[src/design/generational_slot_table_core_defines.svh]
// Assertion macros for the generational slot table core.
`ifndef GENERATIONAL_SLOT_TABLE_CORE_DEFINES_SVH
`define GENERATIONAL_SLOT_TABLE_CORE_DEFINES_SVH

// Same-cycle implication, clocked on clock, off during reset.
`define GST_ASSERT_IMP(label, ante, cons, msg) \
   label: assert property (@(posedge clock) disable iff (reset) (ante) |-> (cons)) \
      else $error(msg);

// Next-cycle implication, clocked on clock, off during reset.
`define GST_ASSERT_NXT(label, ante, cons, msg) \
   label: assert property (@(posedge clock) disable iff (reset) (ante) |=> (cons)) \
      else $error(msg);

`endif

[src/design/gst_ram.sv]
// Generic single-port-write, registered-read RAM.
module gst_ram #(
   parameter int WIDTH = 8,
   parameter int DEPTH = 256
) (
   input  logic                     clock,
   input  logic                     wr_en,
   input  logic [$clog2(DEPTH)-1:0] wr_addr,
   input  logic [WIDTH-1:0]         wr_data,
   input  logic                     rd_en,
   input  logic [$clog2(DEPTH)-1:0] rd_addr,
   output logic [WIDTH-1:0]         rd_data
);

   logic [WIDTH-1:0] mem [DEPTH];
   logic [WIDTH-1:0] rd_data_ff;

   always_ff @(posedge clock) begin
      if (wr_en) begin
         mem[wr_addr] <= wr_data;
      end
      if (rd_en) begin
         rd_data_ff <= mem[rd_addr];
      end
   end

   assign rd_data = rd_data_ff;

endmodule

[config.mk]
export PLATFORM = sky130hd
export DESIGN_NAME = gst_ram
export DESIGN_NICKNAME = d
export VERILOG_FILES = /design/src/design/generational_slot_table_core_defines.svh /design/src/design/gst_ram.sv
export SDC_FILE = /design/constraint.sdc
export NUM_CORES = 2
export LEC_CHECK = 0
export BUFFER_PORTS_ARGS = -buffer_cell sky130_fd_sc_hd__clkbuf_2
export CORE_MARGIN = 1.5
export CORE_UTILIZATION = 41
export CTS_CLUSTER_SIZE = 10
export DETAILED_ROUTE_END_ITERATION = 10
export GPL_TIMING_DRIVEN = 0
export SLEW_MARGIN = 20
export SYNTH_ARGS = -nofsm -noshare
export SYNTH_HDL_FRONTEND = slang
export SYNTH_SLANG_ARGS = --single-unit
[constraint.sdc]
create_clock -name clock -period 3.4 [get_ports clock]
set_clock_uncertainty 0.1 [all_clocks]
set_input_delay 0.34 -clock clock [delete_from_list [all_inputs] [get_ports clock]]
set_output_delay 0.34 -clock clock [all_outputs]
set_load 0.005 [all_outputs]
==> flow_metrics.tcl <==
set metrics [dict create \
    placed_area_sq_um 84100 \
    r2r_end "rd_data[3]$_DFFE_PP_" \
    async_flop_share_pct 0 \
    hold_path.startpoint "wr_addr[4]" \
    drc 0 \
    ff2ff_path_depth 7 \
    synth_ff_type "edfxtp_1" \
    path_cells "buf_2 > buf_4 > buf_2 > buf_2 > clkbuf_2 > nand3_1 > o211ai_1 > a21oi_2 > nor4_1 > nor4_4" \
    antenna_found_initial 14 \
    vias 41459 \
    crit_arrival_ns 4.04 \
    grt_pass1_vias 40686 \
    synth_xor_area_share_pct 0 \
    setup_violations 6 \
    crit_path_max_fanout 10 \
    r2r_setup_slack_ns 0.14 \
    cts_tree "yes" \
    ys_types 54 \
    die-area_sq_um 197000 \
    hold_path.class "in -> reg" \
    clk_pin_slew_ns 0.06 \
    grt_overflow 0 \
    muxShareOfSynthArea_pct 14.6 \
    syn2layout_area_growth_pct 13.7 \
    post-dp-hpwl_um 167000 \
    ys_ff_latch 2056 \
    crit_top_cell "buf_2" \
    critPathCaptureType "flip-flop" \
    critPathRequiredTime_ns 3.87 \
    finalNetCount 4063 \
    drt-total-wl_um 245000 \
    vias_per_cell 6.28 \
    max-slew-margin-rel_pct 17.3 \
    final_common_cell "edfxtp_1" \
    outcome "complete, but fails checks" \
    cts-root-buf "clkbuf_16" \
    p_int_uw 40900 \
    drtAntennaViolNets 0 \
    cts_max_path_buffers 3 \
    clkPwrFrac_pct 40.9 \
    grt_max_degree 125 \
    worst_pin_slew_ns 1.24 \
    synth_area_per_cell_sq_um 21.3 \
    hold_violations 0 \
    cp_top_family "buffers and inverters" \
    place.gp.congestion 0.939 \
    synth_fp_nets 3760 \
    yosysSeqAreaShare_pct 77.5 \
    gr-usage-all-layers_pct 24.8 \
    h-tree-depth 4 \
    drt_iter0_drc 6847 \
    p_sw_uw 11700 \
    portBuffers 27 \
    period_share_pct 105 \
    setup_ws_ns -0.168 \
    die_w_um 444 \
    fp.coreArea_sq_um 193000 \
    powerDensity_nw_per_um2 581 \
    dr.pass1.iters 7 \
    period_needed_ns 3.57 \
    slowest_delay_ns 0.80 \
    fmax_mhz 280 \
    synth_top_family_by_area "multiplexers" \
    cts_inserted_buffers 226 \
    synth_warnings 0 \
    clk_latency_ns 0.90 \
    combPwrFrac_pct 5.9 \
    violations "negative setup slack" \
    yosys.area_share.simple_pct 2.63 \
    p_leak_uw 0.0278 \
    fin_util_pct 47.0 \
    netSwitchingFraction_pct 22.3 \
    rsz0062_at_grt "false" \
    synth-edff-count 2056 \
    worst-path-buf-inv 5 \
    worstReg2RegStart "mem[27][3]$_DFFE_PP_" \
    final_cell_mix "edfxtp_1, mux4_2, nor2_1, clkbuf_16, mux2i_1" \
    cp_slowest_cell "nor4_1" \
    row_count 161 \
    syn_inst 3733 \
    io_pins 35 \
    final_layout_size_suffix_gt1_share_pct 24.0 \
    fin_area_sq_um 90500 \
    cts.sinks 2056 \
    fin_setup_tns_ns -0.531 \
    synth-compound-area-share_pct 3.42 \
    hold_path_depth 3 \
    die_h_um 444 \
    cp-start-kind "input port" \
    holdPathEnd "mem[116][0]$_DFFE_PP_" \
    fillers 15629 \
    vdd_drop_max_mv 0.469 \
    pwr-share-seq_pct 53.2 \
    wl_per_cell_um 37.1 \
    initial_utilization_pct 41.3 \
    drv_slew 0 \
    max_cap_viol_count 0 \
    synth_area_sq_um 79600 \
    grt_pass1_wl_um 334000 \
    crit_type "in -> reg" \
    synth-adder-area-share_pct 0 \
]
## sequential cells by signal, summed over array words and instances, names as in the netlist
register	flops
mem	2048
rd_data	8
## routing by layer
layer / vias to the layer above / global-route usage [%] / share of wire (%)
li1: 16200 / - / -
met1: 22179 / 33.2 / 38
met2: 2543 / 37.4 / 45
met3: 533 / 6.50 / 11
met4: 4 / 12.8 / 6.0
met5: - / 0 / 0.012
## what timing repair did
item,CTS,global route
hold endpoints to repair,321,0
buffers inserted,0,0
pin swaps,1,0
resized for setup,47,9
hold buffers,9,0
setup endpoints to repair,8,3
## worst max-delay path by stage
stage / startpoint / to / slack, ns / cells past startpoint
floorplan: rd_addr[0] / rd_data[2]$_DFFE_PP_ / 0.88 / 9
global placement: rd_addr[1] / rd_data[1]$_DFFE_PP_ / -2.34 / 9
detailed placement: rd_addr[3] / rd_data[4]$_DFFE_PP_ / -1.72 / 7
CTS: rd_addr[1] / rd_data[3]$_DFFE_PP_ / 0.008 / 10
global route: rd_addr[1] / rd_data[3]$_DFFE_PP_ / 0.007 / 10
finish: rd_addr[1] / rd_data[4]$_DFFE_PP_ / -0.17 / 10
## metrics by stage
step / power [uW] / setup WS [ns] / hold WS [ns] / instances
after floorplan: 29900 / 0.884 / 0.339 / 3733
after global placement: 31500 / -2.34 / 0.589 / 6286
after detailed placement: 31500 / -1.72 / 0.574 / 6326
after CTS: 52700 / 0.00850 / 0.182 / 6597
after global routing: 53700 / 0.00706 / 0.239 / 6599
final: 52600 / -0.168 / 0.228 / 6601
## power groups by stage
| stage | logic (uW) | clock network, uW | registers [uW] |
|---|---|---|---|
| after floorplan | 1360 | 0 | 28500 |
| after global placement | 2870 | 0 | 28700 |
| after detailed placement | 3020 | 0 | 28500 |
| after CTS | 3070 | 21600 | 28000 |
| after global routing | 3170 | 22600 | 28000 |
| final | 3120 | 21500 | 28000 |
## cell families after synthesis
logic type,Yosys count
flip-flops,2056
buffers and inverters,235
AO/OA/AOI/OAI,385
multiplexers,591
AND/OR/NAND/NOR,466
## tightest hold or removal path, delay by kind of cell
kind,cells,cell delay (ns)
simple gates,2,0.48
buf+inv,1,0.17
## synth_stat cells, types with 5 or more instances
master / number / area, sq um
o22ai_1: 28 / 175
buf_2: 31 / 155
buf_4: 27 / 203
nor4_1: 24 / 150
nand2_1: 33 / 124
o22a_1: 5 / 43.8
buf_1: 22 / 82.6
a211oi_1: 16 / 120
nor2b_1: 31 / 194
nand2b_1: 8 / 50.1
o211ai_1: 10 / 75.1
buf_6: 21 / 236
o21ai_0: 10 / 50.1
mux2i_1: 134 / 1340
clkbuf_1: 111 / 417
and2_1: 6 / 37.5
a21oi_1: 96 / 480
edfxtp_1: 2056 / 61700
a22oi_1: 133 / 998
buf_12: 8 / 160
a22o_1: 8 / 70.1
nand3_1: 34 / 170
buf_8: 13 / 195
nor3_1: 22 / 110
nor2_1: 282 / 1060
nand4_1: 10 / 62.6
mux4_2: 454 / 10200
o221ai_1: 46 / 403
a221oi_1: 13 / 114
## layout make-up
class / instances / area (sq um) / share of cell area, %
Sequential cell: 2056 / 61700 / 68.2
Buffer: 232 / 1540 / 1.70
Clock buffer: 244 / 5740 / 6.35
Tap cell: 2526 / 3160 / 3.49
Antenna cell: 4 / 10.0 / 0.0111
Clock inverter: 19 / 407 / 0.449
Multi-Input combinational cell: 1442 / 16700 / 18.4
Inverter: 2 / 7.51 / 0.00829
Timing Repair Buffer: 76 / 1220 / 1.34
Note: power is estimated with default switching activity, not from simulation.
